`config.mk`:
```
export PLATFORM = sky130hd
export DESIGN_NAME = bprg_queue
export DESIGN_NICKNAME = d
export VERILOG_FILES = /design/src/sv/bprg_pkg.sv /design/src/sv/bprg_queue.sv
export SDC_FILE = /design/constraint.sdc
export NUM_CORES = 1
export LEC_CHECK = 0
export ABC_AREA = 1
export BUFFER_PORTS_ARGS = -buffer_cell sky130_fd_sc_hd__buf_2
export CAP_MARGIN = 10
export CORE_MARGIN = 3
export CORE_UTILIZATION = 56
export CTS_BUF_LIST = sky130_fd_sc_hd__clkbuf_16
export DETAILED_ROUTE_END_ITERATION = 10
export PLACE_DENSITY = 0.84
export SKIP_CTS_REPAIR_TIMING = 1
export SYNTH_ARGS = -nofsm -noshare
export SYNTH_HDL_FRONTEND = slang
export SYNTH_SLANG_ARGS = --single-unit
```
`constraint.sdc`:
```
create_clock -name clk -period 7.1 [get_ports clk]
set_input_delay 1.065 -clock clk [delete_from_list [all_inputs] [get_ports clk]]
set_output_delay 1.065 -clock clk [all_outputs]
set_load 0.1 [all_outputs]
```
`src/sv/bprg_pkg.sv`:
```
`default_nettype none

package bprg_pkg;

	localparam int FRAC_BITS = 16;

	localparam logic [14:0] LCG_MUL = 15'd16807;
	localparam logic [30:0] LCG_MOD = 31'h7FFF_FFFF;
	localparam logic [30:0] ONE_Q30 = 31'h4000_0000;
	localparam logic [29:0] LN2_Q30 = 30'd744261118;
	localparam logic [31:0] SAT32 = 32'hFFFF_FFFF;

	localparam int DIV_W = 62;
	localparam int DIVR_W = 31;
	localparam int LOG_W = 37;
	localparam int SH_W = 25;
	localparam int MAG_W = 53;

	localparam int QDEPTH = 2;

	localparam logic [1:0] CFG_ALPHA = 2'd0;
	localparam logic [1:0] CFG_K = 2'd1;
	localparam logic [1:0] CFG_P = 2'd2;

	localparam logic [23:0] ALPHA_RST = 24'd98304;
	localparam logic [31:0] K_RST = 32'd65536;
	localparam logic [31:0] P_RST = 32'd6553600;

	typedef struct packed {
		logic        skip;
		logic        err;
		logic [30:0] state;
	} job_t;

	typedef struct packed {
		logic [29:0]            fr;
		logic signed [SH_W-1:0] sh;
	} exp_arg_t;

	function automatic exp_arg_t exp_split(input logic neg, input logic [MAG_W-1:0] mag,
			input logic signed [SH_W-1:0] extra);
		logic [23:0] ip;
		logic [29:0] fr;
		exp_arg_t r;
		ip = {1'b0, mag[52:30]};
		fr = mag[29:0];
		if (neg) begin
			if (fr != 30'd0) begin
				ip = ip + 24'd1;
				fr = 30'(ONE_Q30 - {1'b0, fr});
			end
			r.sh = extra - $signed({1'b0, ip});
		end else begin
			r.sh = extra + $signed({1'b0, ip});
		end
		r.fr = fr;
		return r;
	endfunction

	function automatic logic [31:0] place(input logic [31:0] mant,
			input logic signed [SH_W-1:0] sh);
		logic [63:0] v;
		logic [SH_W-1:0] kk;
		logic [5:0] ks;
		logic [31:0] r;
		v = 64'd0;
		kk = '0;
		ks = 6'd0;
		if (sh >= 0) begin
			if (sh >= 25'sd32) begin
				r = (mant != 32'd0) ? SAT32 : 32'd0;
			end else begin
				v = {32'd0, mant} << sh[4:0];
				r = (v[63:32] != 32'd0) ? SAT32 : v[31:0];
			end
		end else begin
			kk = SH_W'(-sh);
			if (kk > SH_W'(62)) begin
				r = 32'd0;
			end else begin
				ks = kk[5:0];
				v = ({32'd0, mant} + (64'd1 << (ks - 6'd1))) >> ks;
				r = (v[63:32] != 32'd0) ? SAT32 : v[31:0];
			end
		end
		return r;
	endfunction

endpackage

`default_nettype wire

```
`src/sv/bprg_queue.sv`:
```
`default_nettype none

module bprg_queue
	import bprg_pkg::*;
(
	input  wire logic clk,
	input  wire logic arst_n,
	input  wire logic push,
	input  job_t      push_job,
	input  wire logic pop,
	output job_t      head,
	output logic      full,
	output logic      empty
);

	job_t       mem_q [QDEPTH];
	logic       wr_ptr_q;
	logic       rd_ptr_q;
	logic [1:0] count_q;

	assign full = count_q == 2'(QDEPTH);
	assign empty = count_q == 2'd0;
	assign head = mem_q[rd_ptr_q];

	always_ff @(posedge clk) begin
		if (push) begin
			mem_q[wr_ptr_q] <= push_job;
		end
	end

	always_ff @(posedge clk or negedge arst_n) begin
		if (!arst_n) begin
			wr_ptr_q <= 1'b0;
			rd_ptr_q <= 1'b0;
			count_q <= 2'd0;
		end else begin
			if (push) begin
				wr_ptr_q <= !wr_ptr_q;
			end
			if (pop) begin
				rd_ptr_q <= !rd_ptr_q;
			end
			if (push && !pop) begin
				count_q <= count_q + 2'd1;
			end else if (pop && !push) begin
				count_q <= count_q - 2'd1;
			end
		end
	end

endmodule

`default_nettype wire

```
# Yosys cells after proc, flatten, opt, wreduce, memory -nomap -nowiden
# Memories as Yosys holds them, arrays and structs flattened.
# Cells that the tools add are included.
# totals
reg_bits	4
mem_bits_rw	66
input_bits	37
word_cells	19
mem_count	1
# memory_table
name	words	width	rd	rd_ports_with_merged_regs	wr	line_no	rtl
mem_q	2	33	1	0	1	bprg_queue.sv:16	job_t mem_q [QDEPTH];
# op_classes
n_addsub	2
n_eq_ne	1
n_mux	4
n_reduce_logical	8
# op_table
operator	count
$logic_not A1 Y1	4
$mux W2	2
$add A2 B1 Y2 const B	1
$eq A2 B2 Y1 const B	1
$logic_and A1 B1 Y1	2
$logic_not A2 Y1	1
$mux W1	2
$reduce_bool A2 Y1	1
$sub A2 B1 Y2 const B	1

# Logic depth before layout (Yosys ltp)
# logic_depth
ltp_word	4
depth_mapped	7

# Worst setup path before layout
# OpenSTA, ideal clock, no wires.
# synth_path
kind	input to register
startpoint	input port push
endpoint	memory mem_q[0][0] in the netlist's numbering (enable)
setup_time_ns	0.424
t_arrival_ns	2.496
t_required_ns	6.676
setup_slack_ns	4.180
stages	2
n_path_buf	0
cell_sequence	inv_1 > nor2_1
# synth_via
elab_chain_len	2
# synth_lines
element	line_no	rtl
start, declared	bprg_queue.sv:8	input wire logic push,
$mux W1	bprg_queue.sv:26	if (push) begin
$mux W1 (not written as such)	bprg_queue.sv:27	mem_q[wr_ptr_q] <= push_job;
end, declared	bprg_queue.sv:16	
# Every way passes these cells.

==> implementation parameters <==
Parameter                              Value

Timing
  Final setup TNS    0 ps
  Final number of hold-violating endpoints    0
  Worst slew margin relative to its limit    about a third
  Post-layout min period    about 3200 ps
  RSZ-0062 raised after global routing    no
  Fmax    about 320 MHz
  Largest clock skew in the final design    between 2 and 3 ps
  Fraction of the cycle the final worst path needs    44.6%
  Total count of max-transition violations in the final report    0
  Count of endpoints failing setup in the final report    0
  Pin slew with the least headroom to its limit    ~1000 ps

Critical path
  Worst setup path class    reg2out
  Startpoint kind of the worst setup timing path    register
  Arrival time reported for the critical path endpoint    about 2100 ps
  Data required, critical path    about 6000 ps
  Number of cells on the worst reg-to-reg path    3
  Maximum fanout along the worst path    34
  Kind of capture point of the worst setup path    output pin

Routing
  Post-DR wirelength/cell    roughly 16 um
  Vias per cell    around 4.9
  Routed wire length    between 4 and 5 mm
  DRC violation count after routing    0
  Number of nets still failing antenna checks after routing    0
  Number of DRC markers after the initial detailed-route iteration    78
  Vias    roughly 1400
  First drt pass iteration count    4

Synthesis
  Post-synthesis sequential area ratio    about three quarters
  Synth warn    0
  Syn Inst Count    about 130
  Area share of the leading cell type in the synthesized netlist    roughly 72%
  Synthesized Nets    166
  Mapped Area    ~2700 sq um
  Library cell occupying the most area in the post-synthesis netlist    edfxtp_1
  Post-Synthesis Mean Instance Area    between 20 and 25 sq um
  Top cells by area, synth    edfxtp_1 72%, mux2_4 16%, dfrtp_1 3.7%
  Number of distinct library cell variants in the gate-level netlist after synthesis    14
  Flip-flop and latch count after synthesis    70

Floorplanning
  Number of top-level design ports    between 70 and 80
  Standard-cell rows    24
  Starting utilization of the core area    around three fifths
  Area of the die    roughly 5800 sq um
  CORE AREA    ~4500 sq um
  Vertical die dimension    around 76 um
  Width of the die    76.0 um

Placement
  Half-perimeter wire length after placement    3.08 mm
  Number of buffer cells added on primary ports    71
  Final weighted congestion of routability-driven global placement    0.735

CTS
  Clock-pin slew on the worst setup and hold paths    approximately 50 ps
  Count of clock tree sinks    70
  Inserted Clock Buffers    9
  H-tree levels    3
  Root Buffer Master    clkbuf_16
  Skew-Pair Late Insertion Delay    320 ps
  TritonCTS clock tree    yes
  Clock Path Buffers    2

Global route
  GRT Overall Usage    17.1%
  Busiest layer in global routing    met2
  First-pass GRT wire length    ~7.4 mm
  Via count of the first global-routing pass    1539
  Largest net degree at the start of global routing    35
  Antenna violations before repair    0
  Met2 track demand over resource    a little under a third
  GR Util met1    a little under a fifth
  Met3 usage    4.62%
  Global route overflow    0

Layout
  Layout overhead on the synthesized area    25.1%
  # diodes    0
  Commonest cells after routing, fill and taps aside    71 x buf_2, 66 x edfxtp_1, 29 x mux2_4
  Ratio of cells with drive above 1 in the final layout    56.6%
  Nets    245
  Layout filler cell count    ~280
  Most common library cell in the layout ignoring fill and taps    buf_2

Hold path
  Hold Path Cell Cnt    2
  Worst min-delay path class    reg2reg

Outcome
  Outcome    complete, no violations

Flow run
  Max cap viols    0
-- registers in the layout, summed over array words and instances, names as in the netlist --
name / flops
count_q: 2
mem_q: 66
rd_ptr_q: 1
wr_ptr_q: 1
-- synth_stat cells (all sizes together) --
library cell,number
ha,1
nand2,5
mux2,33
dfrtp,4
nor2,3
nand3,1
edfxtp,66
inv,7
xnor2,1
nand4,1
xor2,2
buf,4
-- routing by layer --
layer	wire [um]	share of wire, %	vias to the layer above
met3	211	4.7	10
met5	0	0	-
met4	125	2.8	0
li1	-	-	644
met1	1680	37	661
met2	2500	55	49
-- kinds of logic after synthesis --
| logic type | count (synthesis) | synth area share (%) |
|---|---|---|
| flip-flops | 70 | 76.0 |
| buffers and inverters | 11 | 3.56 |
| XOR/XNOR | 3 | 0.959 |
| multiplexers | 33 | 17.5 |
| AND/OR/NAND/NOR | 10 | 1.51 |
| adder cells (fa/ha/maj) | 1 | 0.457 |
-- through the flow --
stage | setup slack, ps | cell area, sq um | utilization [%] | std cells | hold slack, ps
after global placement | 4300 | 3120 | 68.8 | 261 | 478
after floorplan | 4180 | 2740 | - | 128 | 463
final | 3930 | 3430 | 75.6 | 277 | 520
after detailed placement | 4250 | 3120 | 68.8 | 261 | 515
after CTS | 3900 | 3430 | 75.6 | 277 | 523
after global routing | 3820 | 3430 | 75.6 | 277 | 535
-- critical path, cell delays in order, from the launching register on --
cell and delay [ps]:
dfrtp_2 1030, mux2_4 300, buf_2 420
-- worst paths after layout --
kind                                              from                     end  slack [ps]
min in group asynchronous                       arst_n    rd_ptr_q$_DFFE_PN0P_         540
worst max register to register    wr_ptr_q$_DFFE_PN0P_   mem_q[1][2]$_DFFE_PP_        5500
worst max-delay path              rd_ptr_q$_DFFE_PN0P_                head[18]        3930
max in group asynchronous                       arst_n    rd_ptr_q$_DFFE_PN0P_        6430
worst min register to register  count_q[1]$_DFFE_PN0P_  count_q[1]$_DFFE_PN0P_         520
worst min-delay path            count_q[1]$_DFFE_PN0P_  count_q[1]$_DFFE_PN0P_         520
-- layout make-up --
class / count / area [sq um] / share of cell area [%]
Clock buffer: 9 / 225 / 6.57
Multi-Input combinational cell: 47 / 568 / 16.6
Clock inverter: 7 / 81.3 / 2.37
Sequential cell: 70 / 2080 / 60.8
Tap cell: 65 / 81.3 / 2.37
Inverter: 7 / 26.3 / 0.766
Timing Repair Buffer: 72 / 363 / 10.6
Power is left out: the tool's default activity adds up to more than one toggle a clock period on the data nets, which glitch-free logic cannot reach.
