==> config.mk <==
export PLATFORM = sky130hd
export DESIGN_NAME = bprg_front
export DESIGN_NICKNAME = d
export VERILOG_FILES = /design/src/sv/bprg_pkg.sv /design/src/sv/bprg_front.sv
export SDC_FILE = /design/constraint.sdc
export NUM_CORES = 1
export LEC_CHECK = 0
export BUFFER_PORTS_ARGS = -buffer_cell sky130_fd_sc_hd__buf_2
export CORE_ASPECT_RATIO = 0.5
export CORE_MARGIN = 1
export CORE_UTILIZATION = 49
export DETAILED_ROUTE_END_ITERATION = 16
export PLACE_DENSITY_LB_ADDON = 0.05
export SYNTH_ARGS = -nofsm -noshare
export SYNTH_HDL_FRONTEND = slang
export SYNTH_SLANG_ARGS = --single-unit
==> constraint.sdc <==
create_clock -name clk -period 14.9 [get_ports clk]
set_input_delay 1.49 -clock clk [delete_from_list [all_inputs] [get_ports clk]]
set_output_delay 1.49 -clock clk [all_outputs]
set_load 0.02 [all_outputs]
==> src/sv/bprg_pkg.sv <==
`default_nettype none

package bprg_pkg;

	localparam int FRAC_BITS = 16;

	localparam logic [14:0] LCG_MUL = 15'd16807;
	localparam logic [30:0] LCG_MOD = 31'h7FFF_FFFF;
	localparam logic [30:0] ONE_Q30 = 31'h4000_0000;
	localparam logic [29:0] LN2_Q30 = 30'd744261118;
	localparam logic [31:0] SAT32 = 32'hFFFF_FFFF;

	localparam int DIV_W = 62;
	localparam int DIVR_W = 31;
	localparam int LOG_W = 37;
	localparam int SH_W = 25;
	localparam int MAG_W = 53;

	localparam int QDEPTH = 2;

	localparam logic [1:0] CFG_ALPHA = 2'd0;
	localparam logic [1:0] CFG_K = 2'd1;
	localparam logic [1:0] CFG_P = 2'd2;

	localparam logic [23:0] ALPHA_RST = 24'd98304;
	localparam logic [31:0] K_RST = 32'd65536;
	localparam logic [31:0] P_RST = 32'd6553600;

	typedef struct packed {
		logic        skip;
		logic        err;
		logic [30:0] state;
	} job_t;

	typedef struct packed {
		logic [29:0]            fr;
		logic signed [SH_W-1:0] sh;
	} exp_arg_t;

	function automatic exp_arg_t exp_split(input logic neg, input logic [MAG_W-1:0] mag,
			input logic signed [SH_W-1:0] extra);
		logic [23:0] ip;
		logic [29:0] fr;
		exp_arg_t r;
		ip = {1'b0, mag[52:30]};
		fr = mag[29:0];
		if (neg) begin
			if (fr != 30'd0) begin
				ip = ip + 24'd1;
				fr = 30'(ONE_Q30 - {1'b0, fr});
			end
			r.sh = extra - $signed({1'b0, ip});
		end else begin
			r.sh = extra + $signed({1'b0, ip});
		end
		r.fr = fr;
		return r;
	endfunction

	function automatic logic [31:0] place(input logic [31:0] mant,
			input logic signed [SH_W-1:0] sh);
		logic [63:0] v;
		logic [SH_W-1:0] kk;
		logic [5:0] ks;
		logic [31:0] r;
		v = 64'd0;
		kk = '0;
		ks = 6'd0;
		if (sh >= 0) begin
			if (sh >= 25'sd32) begin
				r = (mant != 32'd0) ? SAT32 : 32'd0;
			end else begin
				v = {32'd0, mant} << sh[4:0];
				r = (v[63:32] != 32'd0) ? SAT32 : v[31:0];
			end
		end else begin
			kk = SH_W'(-sh);
			if (kk > SH_W'(62)) begin
				r = 32'd0;
			end else begin
				ks = kk[5:0];
				v = ({32'd0, mant} + (64'd1 << (ks - 6'd1))) >> ks;
				r = (v[63:32] != 32'd0) ? SAT32 : v[31:0];
			end
		end
		return r;
	endfunction

endpackage

`default_nettype wire

==> src/sv/bprg_front.sv <==
`default_nettype none

module bprg_front
	import bprg_pkg::*;
(
	input  wire logic        clk,
	input  wire logic        arst_n,
	input  wire logic        item_valid,
	output logic             item_ready,
	input  wire logic        kind,
	input  wire logic [30:0] seed_value,
	input  wire logic [31:0] k_lower,
	input  wire logic [31:0] p_upper,
	input  wire logic        q_full,
	output logic             push,
	output job_t             push_job
);

	logic [30:0] state_q;
	logic [45:0] prod;
	logic [31:0] fold;
	logic [31:0] fold_red;
	logic [30:0] next_state;
	logic        err;

	assign item_ready = !q_full;
	assign push = item_valid && item_ready;

	always_comb begin
		prod = 46'(state_q) * 46'(LCG_MUL);
		fold = {1'b0, prod[30:0]} + {17'd0, prod[45:31]};
		fold_red = (fold >= {1'b0, LCG_MOD}) ? fold - {1'b0, LCG_MOD} : fold;
		if (kind) begin
			next_state = fold_red[30:0];
		end else if (seed_value != 31'd0 && seed_value != LCG_MOD) begin
			next_state = seed_value;
		end else begin
			next_state = state_q;
		end
		err = p_upper <= k_lower;
		push_job.skip = !kind || err || (k_lower == 32'd0);
		push_job.err = err;
		push_job.state = next_state;
	end

	always_ff @(posedge clk or negedge arst_n) begin
		if (!arst_n) begin
			state_q <= 31'd1;
		end else if (push) begin
			state_q <= next_state;
		end
	end

endmodule

`default_nettype wire

After elaboration in Yosys (flattened, before gate mapping) --
Cells that the tools add are included.
Word-level totals: register bits 31, latch bits 0, bits in writable memories 0, ROM bits 0, input port bits 100, output and inout port bits 35, word-level logic and storage cells 18, memories 0
Cells by class: add/sub/neg operators 2, $mul 1, div/mod/pow operators 0, magnitude comparators 2, eq/ne operators 1, shifts and indexed selects 0, muxes and demuxes 3, bitwise logic cells 0, reduce and logical (&&, ||, !) cells 8
Operator list (count):
- $mux 31 | 3
- $mul 31x15->46 const B | 1
- $add 31x15->32 | 1
- $ge 32x31->1 const B | 1
- $le 32x32->1 | 1
- $logic_not 32->1 | 1
- $ne 31x31->1 const B | 1
- $reduce_bool 31->1 | 1
- $sub 31x31->31 const B | 1
- $logic_and 1x1->1 | 2
- $logic_not 1->1 | 2
- $logic_or 1x1->1 | 2

Logic depth before layout (Yosys ltp) --
Gate-level depths: netlist of run 1.
depth after elaboration 5, depth in mapped cells 43, mapped depth without buffers 40

Least setup slack after synthesis of run 1 --
Ideal clock, no wire load.
path type flip-flop to output port, start register state_q[22], end output port push_job[0] in the netlist's numbering, data arrival time 9.760 ns, data required time 13.410 ns, setup slack 3.650 ns, stages on the path, launching flop included 42, buffers on the path 1, cell sequence dfrtp_1 inv_1 fa_1 inv_1 ha_1 inv_1 fa_1 inv_1 fa_1 fa_1 inv_1 fa_1 inv_1 ha_1 clkbuf_1 a21oi_1 o21ai_0 a21o_1 [6 not listed] nor2b_1 o21a_1 o41ai_1 xnor2_1 ha_1 a21oi_1 o21ai_0 a31oi_1 o21ai_1 or4bb_1 a21boi_1 and4_1 nand3_1 or4b_1 nor4b_2 a21oi_1 xor2_1 o21ai_0
RTL lines:
- from (decl) | RTL line bprg_front.sv:19 | logic [30:0] state_q;
- from (signal assigned) | RTL line bprg_front.sv:50 | state_q <= next_state;
- to (decl) | RTL line bprg_front.sv:16 | output job_t push_job

==> results.py, run 1 <==
metrics = {
    "status": {
        "outcome": "finished clean",
    },
    "run": {
        "maxCapViolations": 0,
    },
    "routing": {
        "via_per_inst": 5.83,
        "drc": 0,
        "num_vias": 11354,
        "drt_iter0_markers": 953,
        "ant_nets": 0,
        "firstDrtPassIters": 6,
        "routed_wl_um": 40600,
        "detail_route.wl_per_cell_um": 20.9,
    },
    "timing": {
        "fin_tns_setup_ps": 0,
        "slew_headroom": 0.312,
        "rsz0062_at_grt": "false",
        "max_freq_mhz": 74.6,
        "finalHoldViolCount": 0,
        "clock_skew_ps": 6.30,
        "finalMaxSlewViolations": 0,
        "fin_crit_sh": 0.900,
        "layout_min_cycle_time_ps": 13410,
        "worstMarginPinSlew_ps": 1020,
        "setup_violations": 0,
    },
    "worst_setup_path": {
        "cp.depth": 41,
        "cp-end-kind": "output pin",
        "crit_buf_inv": 7,
        "worstPathMaxFanout": 14,
        "path_common_cell": "inv_1",
        "reg2reg_to": "state_q[12]$_DFFE_PN0P_",
        "r2r_cells": 40,
        "crit_type": "reg2out",
        "cpPeakStageDelay_ps": 620,
        "cpMaxStageDelayCell": "dfrtp_1",
        "reg2reg_slack_ps": 3290,
        "required_ps": 13410,
        "r2r-start": "state_q[9]$_DFFE_PN0P_",
        "cp_top_family": "compound AO/OA/AOI/OAI gates",
        "arrival_ps": 11920,
        "start_kind": "register",
    },
    "clocking": {
        "cts-buffers-inserted": 5,
        "ctsResizeCount": 0,
        "cts_tree": "done",
        "cts_setup_buffers": 0,
        "insertion_delay_ps": 280,
        "htreeDepth": 2,
        "clock_path_buffers": 2,
        "cts_root_buffer": "clkbuf_16",
        "cts.clk_slew.worst_paths_ps": 60,
        "clock-sinks": 31,
        "cts_hold_buf": 0,
    },
    "yosys": {
        "synthesis.nets": 1961,
        "netlist.area_leader.share": 0.235,
        "synthTopCellsByArea": "ha_1, fa_1, inv_1",
        "synthCells": 1492,
        "synth_flop_cell": "dfrtp_1",
        "synth_seq_cells": 31,
        "yosys_warnings": 0,
        "async_flop_share": 1.00,
        "synth_largest_area_cell": "ha_1",
        "ys_seq_area_frac": 0.0620,
        "synth.distinct_cells": 90,
        "synth_edf_count": 0,
        "netlist_area_um2": 12500,
        "syn-mean-instance-area_um2": 8.40,
    },
    "final_layout": {
        "nNetsFinal": 2077,
        "layout_common_cells": "inv_1, ha_1, fa_1, buf_2, a21oi_1",
        "fillCellCount": 2369,
        "top_register": "state_q",
        "layout_commonest_cell": "inv_1",
        "top_regs": "state_q x31",
        "drive_above_1_share": 0.117,
        "largest_register_ffs": 31,
        "area_growth_pct": 9.34,
    },
    "global_route": {
        "grt_max_degree": 48,
        "grt_pass1_wl_um": 62800,
        "antenna_found_initial": 1,
        "groute.usage.overall": 0.312,
        "grt-ovfl-total": 0,
        "grt_pass1_vias": 11151,
    },
    "floorplan": {
        "start_util": 0.511,
        "coreArea_um2": 24500,
        "io_pins": 135,
        "row_count": 40,
        "die_w_um": 228,
        "die_h_um": 115,
        "die_area_um2": 26200,
    },
    "placement": {
        "hpwl_um": 35000,
        "io_buffers": 134,
        "gp_congestion": 0.974,
    },
    "hold_path": {
        "hold_end": "state_q[0]$_DFFE_PN1P_",
        "hold_class": "reg2reg",
        "hp-start": "state_q[0]$_DFFE_PN1P_",
        "whs_path_depth": 2,
    },
}
[worst max path at each step]
stage	endpoint	startpoint
after global placement	push_job[20]	state_q[9]$_DFFE_PN0P_
after global routing	push_job[12]	state_q[9]$_DFFE_PN0P_
after detailed placement	push_job[20]	state_q[9]$_DFFE_PN0P_
after CTS	push_job[20]	state_q[9]$_DFFE_PN0P_
after floorplan	push_job[0]	state_q[22]$_DFFE_PN0P_
final	push_job[12]	state_q[9]$_DFFE_PN0P_
[synth_stat cells (4+ instances only)]
master,n
nor3_1,18
o21bai_1,5
o21a_1,14
a211oi_1,8
or3_1,8
nor4_1,22
and2_1,5
inv_1,323
nand4_1,30
a22oi_1,11
o21ai_1,16
nand3_1,31
a31oi_1,11
xnor2_1,41
o31ai_1,5
or2_2,5
a21o_1,22
o31a_1,4
xor2_1,20
buf_1,7
ha_1,235
a31o_2,6
and3_1,12
clkbuf_1,17
dfrtp_1,30
a21oi_1,73
fa_1,134
nor2_1,61
mux2_2,7
mux2i_1,24
nand2b_1,24
a221oi_1,6
buf_2,4
nand2_1,71
o22ai_1,15
o211ai_1,13
o21ai_0,57
nor2b_1,15
o211a_1,5
[layout make-up]
class                   count  area, um2  share of cell area
multi-input cells        1108      10400               0.761
well taps                 336        420              0.0307
clock buffers               8        156              0.0114
repair buffers            139        708              0.0517
diodes                      1       2.50            0.000183
flip-flops and latches     31        777              0.0567
inverters                 323       1210              0.0885
[cell families (layout without fill, tap and decap cells)]
group,count (synthesis),count (layout),share of synthesized area
xor gates and xnor gates,63,63,0.0452
and+or+nand+nor,326,326,0.140
buffers and inverters,353,470,0.107
muxes,31,31,0.0255
other,0,1,0
AOI/OAI and AO/OA,319,319,0.171
DFF,31,31,0.0620
adders and majority gates,369,369,0.449
[per-stage QoR]
step / hold slack [ps] / cells / util / worst slack (ps) / area, um2
floorplan: 549 / 1492 / - / 3650 / 12500
global placement: 622 / 1937 / 0.552 / 2100 / 13500
detailed placement: 625 / 1937 / 0.552 / 2080 / 13500
CTS: 637 / 1945 / 0.558 / 1710 / 13700
global route: 651 / 1945 / 0.558 / 919 / 13700
finish: 634 / 1946 / 0.559 / 1490 / 13700
[worst min-delay path, cell delays in order, from the launching register on]
cell and delay (ps):
dfstp_2 440, nor2_1 120, a221oi_1 60
[metal layers]
metal  vias up  GRT usage  share of wire
met3        51     0.0761          0.089
met5         -          0              0
met2       459      0.495           0.43
met4         0     0.0595          0.019
li1       5354          -              -
met1      5490      0.435           0.46
Power of run 1 is left out: the tool's default activity adds up to more than one toggle a clock period on the data nets, which glitch-free logic cannot reach.
==> inputs of run 2 (changes only) <==
--- a/config.mk
+++ b/config.mk
@@ -6,5 +6,5 @@
 export NUM_CORES = 1
 export LEC_CHECK = 0
-export BUFFER_PORTS_ARGS = -buffer_cell sky130_fd_sc_hd__buf_2
+export BUFFER_PORTS_ARGS = -buffer_cell sky130_fd_sc_hd__clkbuf_2
 export CORE_ASPECT_RATIO = 0.5
 export CORE_MARGIN = 1
==> constraint.sdc (replaced) <==
create_clock -name clk -period 14.9 [get_ports clk]
set_input_delay 1.49 -clock clk [delete_from_list [all_inputs] [get_ports clk]]
set_output_delay 1.49 -clock clk [all_outputs]
set_load 0.01 [all_outputs]
==> run 2 against run 1 <==
Net effect: non-clock buffer count up 1; routed wire length down 0.76%; global-route usage about the same; die area unchanged; maximum frequency down 0.69%; sequential share of layout area about the same; utilization about the same; sequential cell count unchanged; count of clock-buffer cells in the layout down 1; cell count about the same; register-to-register slack worse by 120 ps; clock skew down 3.9 ps.
==> results.py, run 2 (synthesis results as in run 1) <==
metrics = {
    "status": {
        "outcome": "finished clean",
    },
    "final_layout": {
        "largest_register_ffs": 31,
        "drive_above_1_share": 0.117,
        "nNetsFinal": 2078,
        "fin_util": 0.558,
        "layout_common_cells": "inv_1, ha_1, fa_1, clkbuf_2, a21oi_1",
        "area_growth_pct": 9.25,
        "top_regs": "state_q x31",
        "layout_commonest_cell": "inv_1",
        "fillCellCount": 2337,
        "top_register": "state_q",
    },
    "timing": {
        "slew_headroom": 0.368,
        "finalHoldViolCount": 0,
        "fin_tns_setup_ps": 0,
        "setup_violations": 0,
        "max_freq_mhz": 74.1,
        "worstMarginPinSlew_ps": 940,
        "layout_min_cycle_time_ps": 13500,
        "clock_skew_ps": 2.37,
        "rsz0062_at_grt": "false",
        "finalMaxSlewViolations": 0,
        "fin_crit_sh": 0.906,
    },
    "clocking": {
        "cts_root_buffer": "clkbuf_16",
        "clock_path_buffers": 2,
        "cts_setup_buffers": 0,
        "cts_hold_buf": 0,
        "clock-sinks": 31,
        "cts_tree": "done",
        "insertion_delay_ps": 290,
        "ctsResizeCount": 0,
        "cts.clk_slew.worst_paths_ps": 50,
        "cts-buffers-inserted": 5,
        "htreeDepth": 2,
    },
    "routing": {
        "detail_route.wl_per_cell_um": 20.7,
        "met1_length_um": 18700,
        "highest_layer": "met4",
        "wl_met3_um": 3490,
        "drc": 0,
        "routed_wl_um": 40300,
        "drt_iter0_markers": 787,
        "wl_met2_um": 17000,
        "firstDrtPassIters": 5,
        "via_per_inst": 5.85,
        "num_vias": 11392,
        "ant_nets": 0,
    },
    "worst_setup_path": {
        "reg2reg_to": "state_q[18]$_DFFE_PN0P_",
        "cp-end-kind": "output pin",
        "cpPeakStageDelay_ps": 640,
        "path_common_cell": "inv_1",
        "worstPathMaxFanout": 14,
        "r2r-start": "state_q[9]$_DFFE_PN0P_",
        "crit_type": "reg2out",
        "reg2reg_slack_ps": 3170,
        "required_ps": 13410,
        "arrival_ps": 12010,
        "r2r_cells": 40,
        "start_kind": "register",
        "cpMaxStageDelayCell": "dfrtp_1",
    },
    "placement": {
        "hpwl_um": 34800,
        "io_buffers": 134,
        "gp_congestion": 0.973,
    },
    "global_route": {
        "grt_pass1_vias": 11103,
        "grt_pass1_wl_um": 62500,
        "grt-ovfl-total": 0,
        "antenna_found_initial": 1,
        "grt_max_degree": 48,
        "groute.usage.overall": 0.312,
    },
    "floorplan": {
        "io_pins": 135,
        "die_w_um": 228,
        "die_area_um2": 26200,
        "start_util": 0.511,
        "coreArea_um2": 24500,
        "die_h_um": 115,
        "row_count": 40,
    },
    "hold_path": {
        "hold_end": "state_q[0]$_DFFE_PN1P_",
        "hold_class": "reg2reg",
        "hp-start": "state_q[0]$_DFFE_PN1P_",
        "whs_path_depth": 2,
    },
    "run": {
        "maxCapViolations": 0,
    },
}
[run 2: cell types whose count changed in the layout (fill, tap and decap cells not counted)]
| cell | change |
|---|---|
| buf_2 | -134 |
| clkbuf_2 | +134 |
| clkbuf_8 | -2 |
| buf_4 | +1 |
| clkbuf_1 | +1 |
| clkinv_2 | +1 |
[run 2: final cells by class]
class,count,area [um2],area share
Antenna cell,1,2.50,0.000183
Clock buffer,7,133,0.00969
Clock inverter,1,5.00,0.000366
Inverter,323,1210,0.0886
Multi-Input combinational cell,1108,10400,0.761
Sequential cell,31,777,0.0568
Tap cell,336,420,0.0307
Timing Repair Buffer,140,716,0.0523
[run 2: metal layers]
layer	track usage	vias to the layer above
li1	-	5362
met1	0.436	5502
met2	0.486	457
met3	0.0717	71
met4	0.0828	0
met5	0	-
[run 2: how the worst max path moves through the flow]
stage                             from           end  slack [ps]  cells after the start
3_3_place_gp    state_q[9]$_DFFE_PN0P_  push_job[20]        2130                     41
4_1_cts         state_q[9]$_DFFE_PN0P_  push_job[22]        1620                     41
6_report        state_q[9]$_DFFE_PN0P_  push_job[22]        1400                     41
5_1_grt         state_q[9]$_DFFE_PN0P_  push_job[20]         660                     41
2_1_floorplan  state_q[22]$_DFFE_PN0P_   push_job[0]        3850                     41
3_5_place_dp    state_q[9]$_DFFE_PN0P_  push_job[22]        2000                     41
[run 2: through the flow]
step           hold slack, ps  area (um2)  setup slack (ps)  instances
6_report                  648       13700              1400       1947
5_1_grt                   669       13700               661       1947
4_1_cts                   647       13700              1620       1946
3_5_place_dp              640       13500              2000       1938
3_3_place_gp              624       13500              2130       1938
2_1_floorplan             549       12500              3850       1492
[run 2: critical path: cells and delay by family, from the launching register on]
kind | cells | cell delay, ps
adder cells (fa/ha/maj) | 8 | 3560
AND/OR/NAND/NOR | 10 | 2710
buffers and inverters | 7 | 690
XOR/XNOR | 2 | 480
flip-flops | 1 | 640
AO/OA/AOI/OAI | 14 | 3640
Power of run 2 is left out for the same reason.
==> inputs of run 3 (changes only) <==
- CORE_ASPECT_RATIO: 0.5 -> 0.9
- PLACE_DENSITY: unset -> 0.73
- PLACE_DENSITY_LB_ADDON: 0.05 -> unset
- TNS_END_PERCENT: unset -> 50
==> run 3 against run 2 <==
Net effect: sequential cell count did not move; routed wire length fell by 9.0%; critical endpoint is now push_job[7]; global-route usage fell by 2.3 points; die area fell by 0.15%; clock skew rose by 4.4 ps; count of clock-buffer cells in the layout fell by 1; cell count rose by 0.26%; maximum frequency rose by 4.1%; first-iteration DRC count rose by 19%; non-clock buffer count rose by 1; via count fell by 1.5%; setup slack improved by 530 ps; critical path type unchanged.
==> results.py, run 3 (synthesis results as in run 1) <==
metrics = {
    "run": {
        "maxCapViolations": 0,
    },
    "global_route": {
        "grt_max_degree": 48,
        "antenna_found_initial": 0,
        "groute.usage.overall": 0.288,
        "grt_pass1_vias": 11064,
        "grt-ovfl-total": 0,
        "grt_pass1_wl_um": 58400,
    },
    "clocking": {
        "cts_setup_buffers": 0,
        "cts_tree": "done",
        "ctsResizeCount": 0,
        "cts_root_buffer": "clkbuf_16",
        "htreeDepth": 2,
        "cts.clk_slew.worst_paths_ps": 60,
        "insertion_delay_ps": 290,
        "cts-buffers-inserted": 5,
        "clock-sinks": 31,
        "cts_hold_buf": 0,
        "clock_path_buffers": 2,
    },
    "floorplan": {
        "row_count": 55,
        "io_pins": 135,
        "die_h_um": 154,
        "start_util": 0.499,
        "coreArea_um2": 25100,
        "die_area_um2": 26200,
        "die_w_um": 171,
    },
    "routing": {
        "drt_iter0_markers": 935,
        "num_vias": 11224,
        "wl_met2_um": 15700,
        "detail_route.wl_per_cell_um": 18.8,
        "firstDrtPassIters": 6,
        "met1_length_um": 16200,
        "drc": 0,
        "wl_met3_um": 3670,
        "ant_nets": 0,
        "highest_layer": "met4",
        "routed_wl_um": 36700,
        "via_per_inst": 5.75,
    },
    "final_layout": {
        "drive_above_1_share": 0.119,
        "area_growth_pct": 9.40,
        "layout_commonest_cell": "inv_1",
        "finalInstanceArea_um2": 13700,
        "layout_common_cells": "inv_1, ha_1, fa_1, clkbuf_2, a21oi_1",
        "fillCellCount": 2336,
        "nNetsFinal": 2079,
        "top_register": "state_q",
        "top_regs": "state_q x31",
        "n_antenna_cell": 0,
        "largest_register_ffs": 31,
    },
    "worst_setup_path": {
        "start_kind": "register",
        "crit_path_start": "state_q[26]$_DFFE_PN0P_",
        "cp-end-kind": "output pin",
        "path_common_cell": "inv_1",
        "required_ps": 13410,
        "worstPathMaxFanout": 14,
        "reg2reg_slack_ps": 3460,
        "r2r-start": "state_q[26]$_DFFE_PN0P_",
        "cpMaxStageDelayCell": "dfrtp_1",
        "crit_type": "reg2out",
        "cpPeakStageDelay_ps": 620,
        "arrival_ps": 11480,
    },
    "placement": {
        "io_buffers": 134,
        "placedInstanceArea_um2": 13600,
        "gp_congestion": 1.00,
        "hpwl_um": 31600,
    },
    "hold_path": {
        "hold_class": "reg2reg",
        "hp-start": "state_q[0]$_DFFE_PN1P_",
    },
    "timing": {
        "setup_violations": 0,
        "finalHoldViolCount": 0,
        "fin_tns_setup_ps": 0,
        "layout_min_cycle_time_ps": 12970,
        "worstMarginPinSlew_ps": 998,
        "slew_headroom": 0.334,
        "max_freq_mhz": 77.1,
        "fin_crit_sh": 0.870,
        "rsz0062_at_grt": "false",
        "finalMaxSlewViolations": 0,
        "clock_skew_ps": 6.72,
    },
    "status": {
        "outcome": "finished clean",
    },
}
==> run 3: path summary, 6_finish.rpt <==
kind | cells past startpoint | end
min in group asynchronous | 1 | state_q[2]$_DFFE_PN0P_
max | 41 | push_job[7]
min | 2 | state_q[0]$_DFFE_PN1P_
max reg2reg | 39 | state_q[19]$_DFFE_PN0P_
min reg2reg | 2 | state_q[0]$_DFFE_PN1P_
max in group asynchronous | 1 | state_q[27]$_DFFE_PN0P_
==> run 3: final cells by class <==
type	count	area [um2]	share of cell area
inverters	323	1210	0.0885
multi-input cells	1108	10400	0.760
clock inverters	1	5.00	0.000365
clock buffers	6	139	0.0101
well taps	342	428	0.0312
repair buffers	141	723	0.0528
flip-flops and latches	31	777	0.0567
==> run 3: worst max-delay path, delay by kind of cell (launching register included) <==
kind	cells	cell delay [ps]
AO/OA/AOI/OAI	18	4220
AND/OR/NAND/NOR	6	1750
flip-flops	1	620
adder cells (fa/ha/maj)	8	3630
XOR/XNOR	2	320
buffers and inverters	7	630
==> run 3: routing by layer <==
layer,vias up,track usage
li1,5362,-
met1,5319,0.400
met2,486,0.442
met3,57,0.0728
met4,0,0.0798
met5,-,0
==> run 3: stage by stage <==
stage / util / worst slack [ps] / cells / hold slack [ps]
after floorplan: - / 3850 / 1492 / 549
after global placement: 0.540 / 2650 / 1945 / 644
after global routing: 0.546 / 1200 / 1952 / 671
after CTS: 0.546 / 2030 / 1952 / 653
after detailed placement: 0.540 / 2390 / 1945 / 643
final: 0.546 / 1930 / 1952 / 662
Power of run 3 is left out for the same reason.
